**src/rtl/tsrr_pkg.sv**
```systemverilog
// Shared types and constants for the task sleep timer / round-robin switcher.
// Holds the action codes, field widths and the per-task command struct.
// No dependencies.
package tsrr_pkg;

  localparam int unsigned TaskCountDef = 8;

  localparam int unsigned ActionW = 2;
  localparam int unsigned ReqW    = 3;
  localparam int unsigned DelayW  = 16;
  localparam int unsigned PtrW    = 8;
  localparam int unsigned CurW    = 3;
  localparam int unsigned MaskW   = 8;

  localparam int unsigned InDataW  = 32;
  localparam int unsigned OutDataW = 24;

  typedef enum logic [ActionW-1:0] {
    ACT_TICK   = 2'd0,
    ACT_SLEEP  = 2'd1,
    ACT_SWITCH = 2'd2,
    ACT_LOAD   = 2'd3
  } action_e;

  // Command to one task lane for one transaction; tick and delay go to every lane.
  typedef struct packed {
    logic              tick;
    logic              sleep;
    logic [DelayW-1:0] delay;
  } lane_cmd_t;

endpackage

```
**src/rtl/tsrr_task_lane.sv**
```systemverilog
// Per-task sleep state: suspended flag, elapsed tick count and sleep length.
// Depends on tsrr_pkg for the lane command struct.
module tsrr_task_lane import tsrr_pkg::*; (
  input  logic      clk_i,
  input  logic      rst_ni,
  input  lane_cmd_t cmd_i,     // one-cycle command, already qualified
  output logic      awake_d_o  // running flag after this command
);

  logic              sleeping_q, sleeping_d;
  logic [DelayW-1:0] elapsed_q, elapsed_d;
  logic [DelayW-1:0] length_q, length_d;
  logic [DelayW-1:0] elapsed_inc;

  // Saturate the count at the top of its range.
  assign elapsed_inc = (sleeping_q && (elapsed_q != '1)) ? elapsed_q + DelayW'(1) : elapsed_q;

  always_comb begin
    sleeping_d = sleeping_q;
    elapsed_d  = elapsed_q;
    length_d   = length_q;
    if (cmd_i.sleep) begin
      sleeping_d = 1'b1;
      elapsed_d  = '0;
      length_d   = cmd_i.delay;
    end else if (cmd_i.tick) begin
      if (elapsed_inc >= length_q) begin
        sleeping_d = 1'b0;
        elapsed_d  = '0;
      end else begin
        elapsed_d  = elapsed_inc;
      end
    end
  end

  assign awake_d_o = ~sleeping_d;

  always_ff @(posedge clk_i or negedge rst_ni) begin
    if (!rst_ni) begin
      sleeping_q <= 1'b0;
      elapsed_q  <= '0;
      length_q   <= '0;
    end else begin
      sleeping_q <= sleeping_d;
      elapsed_q  <= elapsed_d;
      length_q   <= length_d;
    end
  end

endmodule

```
**src/rtl/task_sleep_timer_round_robin.sv**
```systemverilog
// Path: an accepted transaction is held in the input register, then written to the result register.
// Throughput: one transaction per cycle while the output is not stalled; every task lane updates in parallel
// between the input register and the result register.
// Reset: all tasks running with zero count and length, task 0 current,
// both stages empty. Saved stack pointers are undefined until loaded.
// Depends on tsrr_pkg and tsrr_task_lane.
module task_sleep_timer_round_robin import tsrr_pkg::*; #(
  parameter int unsigned TASK_COUNT = TaskCountDef
) (
  input  logic                clk_i,
  input  logic                rst_ni,
  input  logic                s_axis_tvalid,
  output logic                s_axis_tready,
  input  logic [InDataW-1:0]  s_axis_tdata,  // task_req[2:0], delay[18:3], stack_ptr[26:19]
  input  logic [ActionW-1:0]  s_axis_tuser,  // action[1:0]
  output logic                m_axis_tvalid,
  input  logic                m_axis_tready,
  output logic [OutDataW-1:0] m_axis_tdata   // current_task[2:0], next_stack_ptr[10:3],
                                             // awake_mask[18:11]
);

  localparam int unsigned TaskW = (TASK_COUNT > 1) ? $clog2(TASK_COUNT) : 1;
  localparam logic [TaskW-1:0] LastTask = TaskW'(TASK_COUNT - 1);

  // Input register
  logic              in_valid_q;
  action_e           in_action_q;
  logic [ReqW-1:0]   in_req_q;
  logic [DelayW-1:0] in_delay_q;
  logic [PtrW-1:0]   in_sp_q;

  // Result register
  logic              out_valid_q;
  logic [CurW-1:0]   out_cur_q;
  logic [PtrW-1:0]   out_sp_q;
  logic [MaskW-1:0]  out_mask_q;

  // Task state
  logic [TaskW-1:0]  active_q, active_d, active_inc;
  logic [PtrW-1:0]   saved_ptr [TASK_COUNT];

  logic              advance;
  logic              req_ok;
  logic [TaskW-1:0]  req_idx;
  logic [TASK_COUNT-1:0] awake_d;
  logic [MaskW-1:0]  mask_d;

  assign advance       = in_valid_q && (!out_valid_q || m_axis_tready);
  assign s_axis_tready = !in_valid_q || advance;

  assign req_ok  = 32'(in_req_q) < TASK_COUNT;
  assign req_idx = TaskW'(in_req_q);

  always_ff @(posedge clk_i or negedge rst_ni) begin
    if (!rst_ni) begin
      in_valid_q <= 1'b0;
    end else if (s_axis_tready) begin
      in_valid_q <= s_axis_tvalid;
    end
  end

  always_ff @(posedge clk_i) begin
    if (s_axis_tvalid && s_axis_tready) begin
      in_action_q <= action_e'(s_axis_tuser);
      in_req_q    <= s_axis_tdata[2:0];
      in_delay_q  <= s_axis_tdata[18:3];
      in_sp_q     <= s_axis_tdata[26:19];
    end
  end

  // Per-task lanes
  for (genvar t = 0; t < TASK_COUNT; t++) begin : g_lane
    lane_cmd_t cmd;
    assign cmd.tick  = advance && (in_action_q == ACT_TICK);
    assign cmd.sleep = advance && (in_action_q == ACT_SLEEP) && req_ok
                       && (32'(in_req_q) == t);
    assign cmd.delay = in_delay_q;

    tsrr_task_lane u_lane (
      .clk_i     (clk_i),
      .rst_ni    (rst_ni),
      .cmd_i     (cmd),
      .awake_d_o (awake_d[t])
    );
  end

  always_comb begin
    mask_d = '0;
    for (int unsigned t = 0; t < MaskW; t++) begin
      if (t < TASK_COUNT) begin
        mask_d[t] = awake_d[t];
      end
    end
  end

  // Round-robin advance
  assign active_inc = (active_q == LastTask) ? '0 : active_q + TaskW'(1);

  always_comb begin
    active_d = active_q;
    if (advance && (in_action_q == ACT_SWITCH)) begin
      active_d = active_inc;
    end
  end

  always_ff @(posedge clk_i or negedge rst_ni) begin
    if (!rst_ni) begin
      active_q <= '0;
    end else begin
      active_q <= active_d;
    end
  end

  // Saved stack pointers: switch writes the outgoing task, reads the incoming; load writes the named one.
  always_ff @(posedge clk_i) begin
    if (advance) begin
      unique case (in_action_q)
        ACT_SWITCH: begin
          saved_ptr[active_q] <= in_sp_q;
          out_sp_q            <= saved_ptr[active_inc];
        end
        ACT_LOAD: begin
          if (req_ok) begin
            saved_ptr[req_idx] <= in_sp_q;
          end
          out_sp_q <= '0;
        end
        ACT_TICK, ACT_SLEEP: begin
          out_sp_q <= '0;
        end
        default: begin
          out_sp_q <= '0;
        end
      endcase
    end
  end

  always_ff @(posedge clk_i or negedge rst_ni) begin
    if (!rst_ni) begin
      out_valid_q <= 1'b0;
    end else if (advance) begin
      out_valid_q <= 1'b1;
    end else if (m_axis_tready) begin
      out_valid_q <= 1'b0;
    end
  end

  always_ff @(posedge clk_i) begin
    if (advance) begin
      out_cur_q  <= CurW'(active_d);
      out_mask_q <= mask_d;
    end
  end

  assign m_axis_tvalid = out_valid_q;
  assign m_axis_tdata  = {5'd0, out_mask_q, out_sp_q, out_cur_q};

  // Assertions
  a_active_range: assert property (@(posedge clk_i) disable iff (!rst_ni)
    32'(active_q) < TASK_COUNT)
    else $error("active task out of range");

  a_hold_active: assert property (@(posedge clk_i) disable iff (!rst_ni)
    !(advance && (in_action_q == ACT_SWITCH)) |=> $stable(active_q))
    else $error("active task moved without a switch");

  a_sp_zero: assert property (@(posedge clk_i) disable iff (!rst_ni)
    (advance && (in_action_q != ACT_SWITCH)) |=> (m_axis_tdata[10:3] == '0))
    else $error("stack pointer reported on a non-switch result");

  a_cur_match: assert property (@(posedge clk_i) disable iff (!rst_ni)
    advance |=> (m_axis_tdata[2:0] == CurW'(active_q)))
    else $error("reported task differs from active task");

endmodule

```
**config.mk**
```make
export PLATFORM = sky130hd
export DESIGN_NAME = task_sleep_timer_round_robin
export DESIGN_NICKNAME = d
export VERILOG_FILES = /design/src/rtl/tsrr_pkg.sv /design/src/rtl/tsrr_task_lane.sv /design/src/rtl/task_sleep_timer_round_robin.sv
export SDC_FILE = /design/constraint.sdc
export NUM_CORES = 1
export LEC_CHECK = 0
export ABC_AREA = 1
export ABC_CLOCK_PERIOD_IN_PS = 3600
export BUFFER_PORTS_ARGS = -buffer_cell sky130_fd_sc_hd__buf_2
export CORE_MARGIN = 3
export CORE_UTILIZATION = 65
export CTS_BUF_LIST = sky130_fd_sc_hd__clkbuf_4 sky130_fd_sc_hd__clkbuf_8
export DETAILED_ROUTE_END_ITERATION = 10
export HOLD_SLACK_MARGIN = 0.15
export PLACE_DENSITY = 0.83
export REMOVE_ABC_BUFFERS = 1
export SLEW_MARGIN = 20
export SYNTH_ARGS = -nofsm -noshare
export SYNTH_HDL_FRONTEND = slang
export SYNTH_SLANG_ARGS = --single-unit
```
**constraint.sdc**
```tcl
create_clock -name clk_i -period 3.6 [get_ports clk_i]
set_input_delay 0.18 -clock clk_i [delete_from_list [all_inputs] [get_ports clk_i]]
set_output_delay 0.18 -clock clk_i [all_outputs]
set_load 0.1 [all_outputs]
```
==> results of run 1 <==
## registers in the layout, summed over array words and instances, names as in the netlist, 2 cells and up
name,count
saved_ptr,64
out_mask_q,8
g_lane.u_lane.elapsed_q,128
g_lane.u_lane.sleeping_q,8
in_delay_q,16
in_action_q,2
active_q,3
in_sp_q,8
in_req_q,3
out_cur_q,3
g_lane.u_lane.length_q,128
out_sp_q,8
## repair_timing
item                                    4_1_cts  5_1_grt
endpoints found under the hold margin       120        0
gates resized for setup                       0       16
hold buffers                                 34        0
endpoints found under the setup margin        0       83
## power breakdown
group / internal [mW] / switching, mW
combinational: 3.04 / 5.67
sequential: 5.65 / 1.14
clock: 2.38 / 1.86
total: 11.1 / 8.67
## worst reg2reg max path, stage by stage, from the launching register on
cell and delay [ns]:
dfrtp_1 0.45, ha_1 0.23, nand2_1 0.08, nor2_1 0.20, nand2_1 0.14, nor2_1 0.12
nor2_1 0.06, buf_4 0.19, o21ai_0 0.31, inv_1 0.09, ha_1 0.33, a21oi_1 0.18
o21ai_0 0.10, a21oi_1 0.22, nand3_2 0.34, o21ai_0 0.31
## cell usage in the layout, fill, tap and decap left out, types with 13 or more instances in the layout
cell type / instances
a21oi_1: 62
buf_2: 52
buf_4: 27
clkbuf_4: 13
clkbuf_8: 80
dfrtp_1: 269
dlygate4sd3_1: 34
edfxtp_1: 112
ha_1: 138
inv_1: 444
nand2_1: 880
nand3_1: 80
nand4_1: 64
nor2_1: 213
nor3_1: 17
o21ai_0: 286
o21ai_1: 98
o22ai_1: 16
xnor2_1: 19
xor2_1: 37
## layer usage
layer	vias to the layer above	track usage	part of all wire
li1	9405	-	-
met5	-	0	0
met1	9099	0.3940	0.41
met2	747	0.5219	0.48
met4	0	0.1454	0.045
met3	208	0.05441	0.066
## synthesized netlist by cell type, types with 8 or more instances
library cell,instances,area share
nand2_1,880,0.15
inv_1,444,0.075
o21ai_0,293,0.066
dfrtp_1,269,0.30
nor2_1,214,0.036
ha_1,138,0.078
edfxtp_1,112,0.15
o21ai_1,91,0.021
nand3_1,80,0.018
a21oi_1,64,0.014
nand4_1,64,0.018
xor2_1,37,0.015
buf_2,25,0.0056
clkbuf_1,24,0.0041
xnor2_1,19,0.0075
nor3_1,17,0.0038
o22ai_1,16,0.0045
buf_4,12,0.0041
nor2_2,11,0.0031
clkbuf_2,9,0.0020
nand3_2,8,0.0036
nand3b_1,8,0.0027
## stage by stage
stage,power (mW),worst slack (ns)
floorplan,12.82,0.4318
global placement,14.62,0.2435
detailed placement,15.21,0.1366
CTS,19.62,0.09841
global route,21.48,0.001447
finish,19.75,0.1795
## layout make-up
| type | instances | area [um2] | area share |
|---|---|---|---|
| clock buffers | 93 | 1199 | 0.04862 |
| clock inverters | 28 | 221.5 | 0.008983 |
| inverters | 452 | 1697 | 0.06882 |
| multi-input cells | 1962 | 10040 | 0.4073 |
| flip-flops and latches | 381 | 10090 | 0.4095 |
| well taps | 448 | 560.5 | 0.02274 |
| repair buffers | 115 | 838.3 | 0.03400 |
## worst max path at each step
| stage | from | endpoint | slack [ns] | cells past startpoint |
|---|---|---|---|---|
| CTS | g_lane[4].u_lane.elapsed_q[0]$_DFFE_PN0P_ | g_lane[4].u_lane.elapsed_q[4]$_DFFE_PN0P_ | 0.1 | 20 |
| floorplan | active_q[0]$_DFF_PN0_ | out_sp_q[0]$_SDFFCE_PP0P_ | 0.43 | 8 |
| detailed placement | g_lane[4].u_lane.elapsed_q[0]$_DFFE_PN0P_ | g_lane[4].u_lane.elapsed_q[1]$_DFFE_PN0P_ | 0.14 | 20 |
| global route | g_lane[4].u_lane.elapsed_q[0]$_DFFE_PN0P_ | g_lane[4].u_lane.elapsed_q[1]$_DFFE_PN0P_ | 0.001 | 20 |
| global placement | g_lane[4].u_lane.elapsed_q[0]$_DFFE_PN0P_ | g_lane[4].u_lane.elapsed_q[1]$_DFFE_PN0P_ | 0.24 | 20 |
| finish | g_lane[6].u_lane.elapsed_q[0]$_DFFE_PN0P_ | g_lane[6].u_lane.elapsed_q[4]$_DFFE_PN0P_ | 0.18 | 15 |
## kinds of logic (layout without fill, tap and decap cells)
group | Yosys count | in the layout | synth area share
fa+ha+maj | 138 | 138 | 0.07780
compound gates | 468 | 468 | 0.1071
flops | 381 | 381 | 0.4548
buf+inv | 530 | 688 | 0.09595
xor+xnor | 56 | 56 | 0.02210
simple gates | 1295 | 1295 | 0.2421
other cells | 1 | 5 | 0.0001690
==> flow_metrics.py, run 1 <==
metrics = {
    "outcome": {
        "status": "finished, final reports clean",
    },
    "placement": {
        "gp_congestion": 0.9004,
        "placed_cell_area_um2": 22840,
        "place.port_buffers": 53,
        "hpwlAfterDp_um": 37090,
        "placedCellCount": 3324,
    },
    "floorplan": {
        "coreArea_um2": 33620,
        "die_area_um2": 36400,
        "die_w_um": 190.8,
        "die_h_um": 190.8,
        "rows": 67,
        "num_io_pins": 64,
        "start_util": 0.6602,
    },
    "synth": {
        "synth.cell_area_um2": 22190,
        "synthCells": 2869,
        "seq_area_frac_synth": 0.4548,
        "synth_seq_cells": 381,
        "ys_warn_count": 0,
        "synth_edf_count": 112,
        "async_reset_ff_frac": 0.7060,
        "yosys.cell_types.count": 34,
        "avgSynthCellArea_um2": 7.736,
        "synth_flop_cell": "dfrtp_1",
    },
    "worst_setup_path": {
        "r2r_start": "g_lane[6].u_lane.elapsed_q[0]$_DFFE_PN0P_",
        "arrival_ns": 3.93,
        "worstPathMaxFanout": 16,
        "endpoint_kind": "register",
        "slowest_stage": "dfrtp_1",
        "crit_family": "compound AO/OA/AOI/OAI gates",
        "r2r-end": "g_lane[6].u_lane.elapsed_q[4]$_DFFE_PN0P_",
        "crit_type": "register to register",
        "cp_num_buf_inv": 2,
        "worst_setup_path_start_kind": "register",
        "worstPathCellList": "ha_1 -> nand2_1 -> nor2_1 -> nand2_1 -> nor2_1 -> nor2_1 -> buf_4 -> o21ai_0 -> inv_1 -> ha_1 -> a21oi_1 -> o21ai_0 -> a21oi_1 -> nand3_2 -> o21ai_0",
        "ff2ff_setup_slack_ns": 0.18,
        "cp.required_ns": 4.11,
        "cp_slowest_stage_delay_ns": 0.45,
        "rr_worst_depth": 15,
    },
    "final_layout": {
        "antennaDiodeCount": 0,
        "syn2layout_area_growth_pct": 11.08,
        "fin_util": 0.7334,
        "fill_cells": 2458,
        "drive_gt1_frac": 0.07819,
        "post-route-cell-area_um2": 24650,
        "layout.cells.non_filler": 3479,
        "nets": 3154,
    },
    "timing": {
        "finalSetupViolCount": 0,
        "rsz0062_at_grt": "true",
        "final.period_utilization": 0.9501,
        "slew_viol_final": 0,
        "period_minus_slack_ns": 3.421,
        "slew_headroom": 0.4505,
        "finalSetupTns_ns": 0,
        "clock.fmax_ghz": 0.2924,
        "worst_pin_slew_ns": 0.8230,
        "skew_ns": 0.02627,
        "hold_slack_ns": 0.1817,
        "hold_viol": 0,
    },
    "global_route": {
        "grt_usage": 0.3110,
        "first_global_vias": 19230,
        "overflow": 0,
        "grt_pass1_wl_um": 91650,
        "antenna_found_initial": 0,
        "grt_max_degree": 92,
    },
    "routing": {
        "detail-route-antenna-nets": 0,
        "wire_per_inst_um": 15.83,
        "totalWireLength_um": 55060,
        "drt_iter0_drc": 1484,
        "num_vias": 19460,
        "firstDrtPassIters": 6,
        "drcViolationCount": 0,
        "via_per_inst": 5.593,
    },
    "clocking": {
        "cts.reportedPaths.clkPinSlew_ns": 0.06,
        "cts_setup_buffers": 0,
        "clock_sinks": 381,
        "cts_buffer_depth": 3,
        "cts_tree": "built",
        "numCtsBuffers": 66,
        "h-tree-depth": 3,
        "root_buffer": "clkbuf_8",
        "clk_latency_ns": 0.62,
    },
    "job": {
        "max_cap_violations": 0,
    },
    "power": {
        "power_density_nw_per_um2": 801.0,
        "p_leak_nw": 12.15,
        "irDropWorstVdd_mv": 0.5144,
    },
    "worst_hold_path": {
        "min_path_type": "primary input to async pin",
    },
}
(Power assumes the default switching activity.)
==> run 2, diff against run 1 <==
--- a/config.mk
+++ b/config.mk
@@ -15,6 +15,7 @@
 export HOLD_SLACK_MARGIN = 0.15
 export PLACE_DENSITY = 0.83
 export REMOVE_ABC_BUFFERS = 1
+export SETUP_SLACK_MARGIN = 0.4
 export SLEW_MARGIN = 20
 export SYNTH_ARGS = -nofsm -noshare
 export SYNTH_HDL_FRONTEND = slang
==> flow_metrics.py, run 2 (synthesis gave the netlist of run 1 again) <==
metrics = {
    "outcome": {
        "status": "finished, final reports clean",
    },
    "routing": {
        "firstDrtPassIters": 8,
        "drcViolationCount": 0,
        "totalWireLength_um": 58100,
        "drt_iter0_drc": 1868,
        "via_per_inst": 5.699,
        "detail-route-antenna-nets": 0,
        "num_vias": 20050,
        "wire_per_inst_um": 16.51,
    },
    "worst_setup_path": {
        "arrival_ns": 3.60,
        "cp.required_ns": 4.12,
        "worst_setup_path_start_kind": "register",
        "endpoint_kind": "register",
        "worstPathMaxFanout": 8,
        "crit_type": "register to register",
    },
    "final_layout": {
        "syn2layout_area_growth_pct": 14.21,
        "nets": 3193,
        "final_cell_mix": "866 x nand2_1, 444 x inv_1, 259 x dfrtp_1",
        "antennaDiodeCount": 0,
        "top_regs": "g_lane.u_lane.elapsed_q x128, g_lane.u_lane.length_q x128, saved_ptr x64",
        "drive_gt1_frac": 0.1163,
        "final_common_cell": "nand2_1",
    },
    "global_route": {
        "overflow": 0,
        "grt_pass1_wl_um": 91830,
        "antenna_found_initial": 1,
        "grt_usage": 0.3114,
        "grt_max_degree": 92,
        "first_global_vias": 19290,
    },
    "timing": {
        "skew_ns": 0.02591,
        "clock.fmax_ghz": 0.3245,
        "period_minus_slack_ns": 3.082,
        "hold_viol": 0,
        "hold_slack_ns": 0.1699,
        "finalSetupTns_ns": 0,
        "finalSetupViolCount": 0,
        "final.period_utilization": 0.8561,
        "worst_pin_slew_ns": 1.200,
        "slew_headroom": 0.1985,
        "rsz0062_at_grt": "true",
        "slew_viol_final": 0,
    },
    "floorplan": {
        "die_h_um": 190.8,
        "coreArea_um2": 33620,
        "rows": 67,
        "die_area_um2": 36400,
        "start_util": 0.6602,
        "num_io_pins": 64,
        "die_w_um": 190.8,
    },
    "clocking": {
        "cts_tree": "built",
        "cts_buffer_depth": 3,
        "numCtsBuffers": 66,
        "root_buffer": "clkbuf_8",
        "cts.reportedPaths.clkPinSlew_ns": 0.06,
        "h-tree-depth": 3,
        "clock_sinks": 381,
        "clk_latency_ns": 0.62,
    },
    "worst_hold_path": {
        "min_path_type": "primary input to async pin",
    },
    "placement": {
        "place.port_buffers": 53,
        "gp_congestion": 0.9004,
        "hpwlAfterDp_um": 37090,
    },
    "power": {
        "p_leak_nw": 12.36,
        "p_total_mw": 20.60,
        "power_density_nw_per_um2": 812.8,
        "irDropWorstVdd_mv": 0.5213,
    },
    "job": {
        "max_cap_violations": 0,
    },
}
==> run 2: cell count changes in the layout (fill, tap and decap cells not counted), moves of 11 or more <==
cell,delta
buf_4,+16
nand2_1,-14
nand2_2,+14
nor2_1,-17
nor2_2,+11
o21ai_0,-65
o21ai_1,+39
o21ai_2,+23
==> run 2: what timing repair did <==
action,CTS,global route
hold buffers,34,0
endpoints found under the setup margin,86,144
gates cloned,1,14
resized for setup,20,175
hold endpoints to repair,120,0
buffers inserted,0,24
pin swaps,1,16
==> run 2: routing by layer <==
layer  global-route usage  part of all wire  up-vias
met3              0.05349             0.074      237
met2               0.5247              0.48      885
met4               0.1445             0.046        2
li1                     -                 -     9510
met5                    0           0.00026        -
met1               0.3939              0.40     9415
==> run 2: final timing paths <==
check                                                               start                                         to  slack (ns)  cells after the start
worst min-delay path                                               rst_ni  g_lane[7].u_lane.elapsed_q[5]$_DFFE_PN0P_        0.17                      2
worst min register to register   g_lane[1].u_lane.length_q[1]$_DFFE_PN0P_   g_lane[1].u_lane.length_q[1]$_DFFE_PN0P_        0.49                      2
min in group clk_i                                       s_axis_tdata[23]                       in_sp_q[4]$_DFFE_PP_        0.28                      2
max in group asynchronous                                          rst_ni   g_lane[4].u_lane.length_q[4]$_DFFE_PN0P_        2.36                      3
worst max-delay path            g_lane[6].u_lane.elapsed_q[0]$_DFFE_PN0P_  g_lane[6].u_lane.elapsed_q[4]$_DFFE_PN0P_        0.52                     16
worst max register to register  g_lane[6].u_lane.elapsed_q[0]$_DFFE_PN0P_  g_lane[6].u_lane.elapsed_q[4]$_DFFE_PN0P_        0.52                     16
==> run 2: critical path: stages (launching register included) <==
cell and delay [ns]:
dfrtp_2 0.42, ha_1 0.21, nand2_1 0.09, nor2_2 0.15
nand2_1 0.14, nor2_2 0.17, nor2_4 0.06, buf_2 0.19
o21ai_2 0.18, inv_1 0.07, ha_1 0.32, a21oi_1 0.16
o21ai_0 0.12, a21oi_2 0.21, buf_4 0.15, nand3_4 0.12
o21ai_0 0.24
==> run 2: stage by stage <==
stage | setup slack (ns) | util | area, um2 | cells
2_1_floorplan | 0.4318 | - | 21780 | 2795
3_5_place_dp | 0.1366 | 0.6793 | 22840 | 3324
3_3_place_gp | 0.2435 | 0.6793 | 22840 | 3324
5_1_grt | 0.3381 | 0.7540 | 25350 | 3518
6_report | 0.5181 | 0.7540 | 25350 | 3518
4_1_cts | 0.3665 | 0.7342 | 24680 | 3480
==> run 2: layout make-up <==
class	count	area, um2
Timing Repair Buffer	145	1090
Inverter	452	1697
Fill cell	2318	8269
Multi-Input combinational cell	1971	10470
Tap cell	448	560.5
Clock inverter	28	221.5
Clock buffer	93	1199
Sequential cell	381	10110
==> run 2: power breakdown <==
part,internal (mW),switching (mW)
Clock,2.38,1.87
Combinational,3.41,6.10
Sequential,5.66,1.18
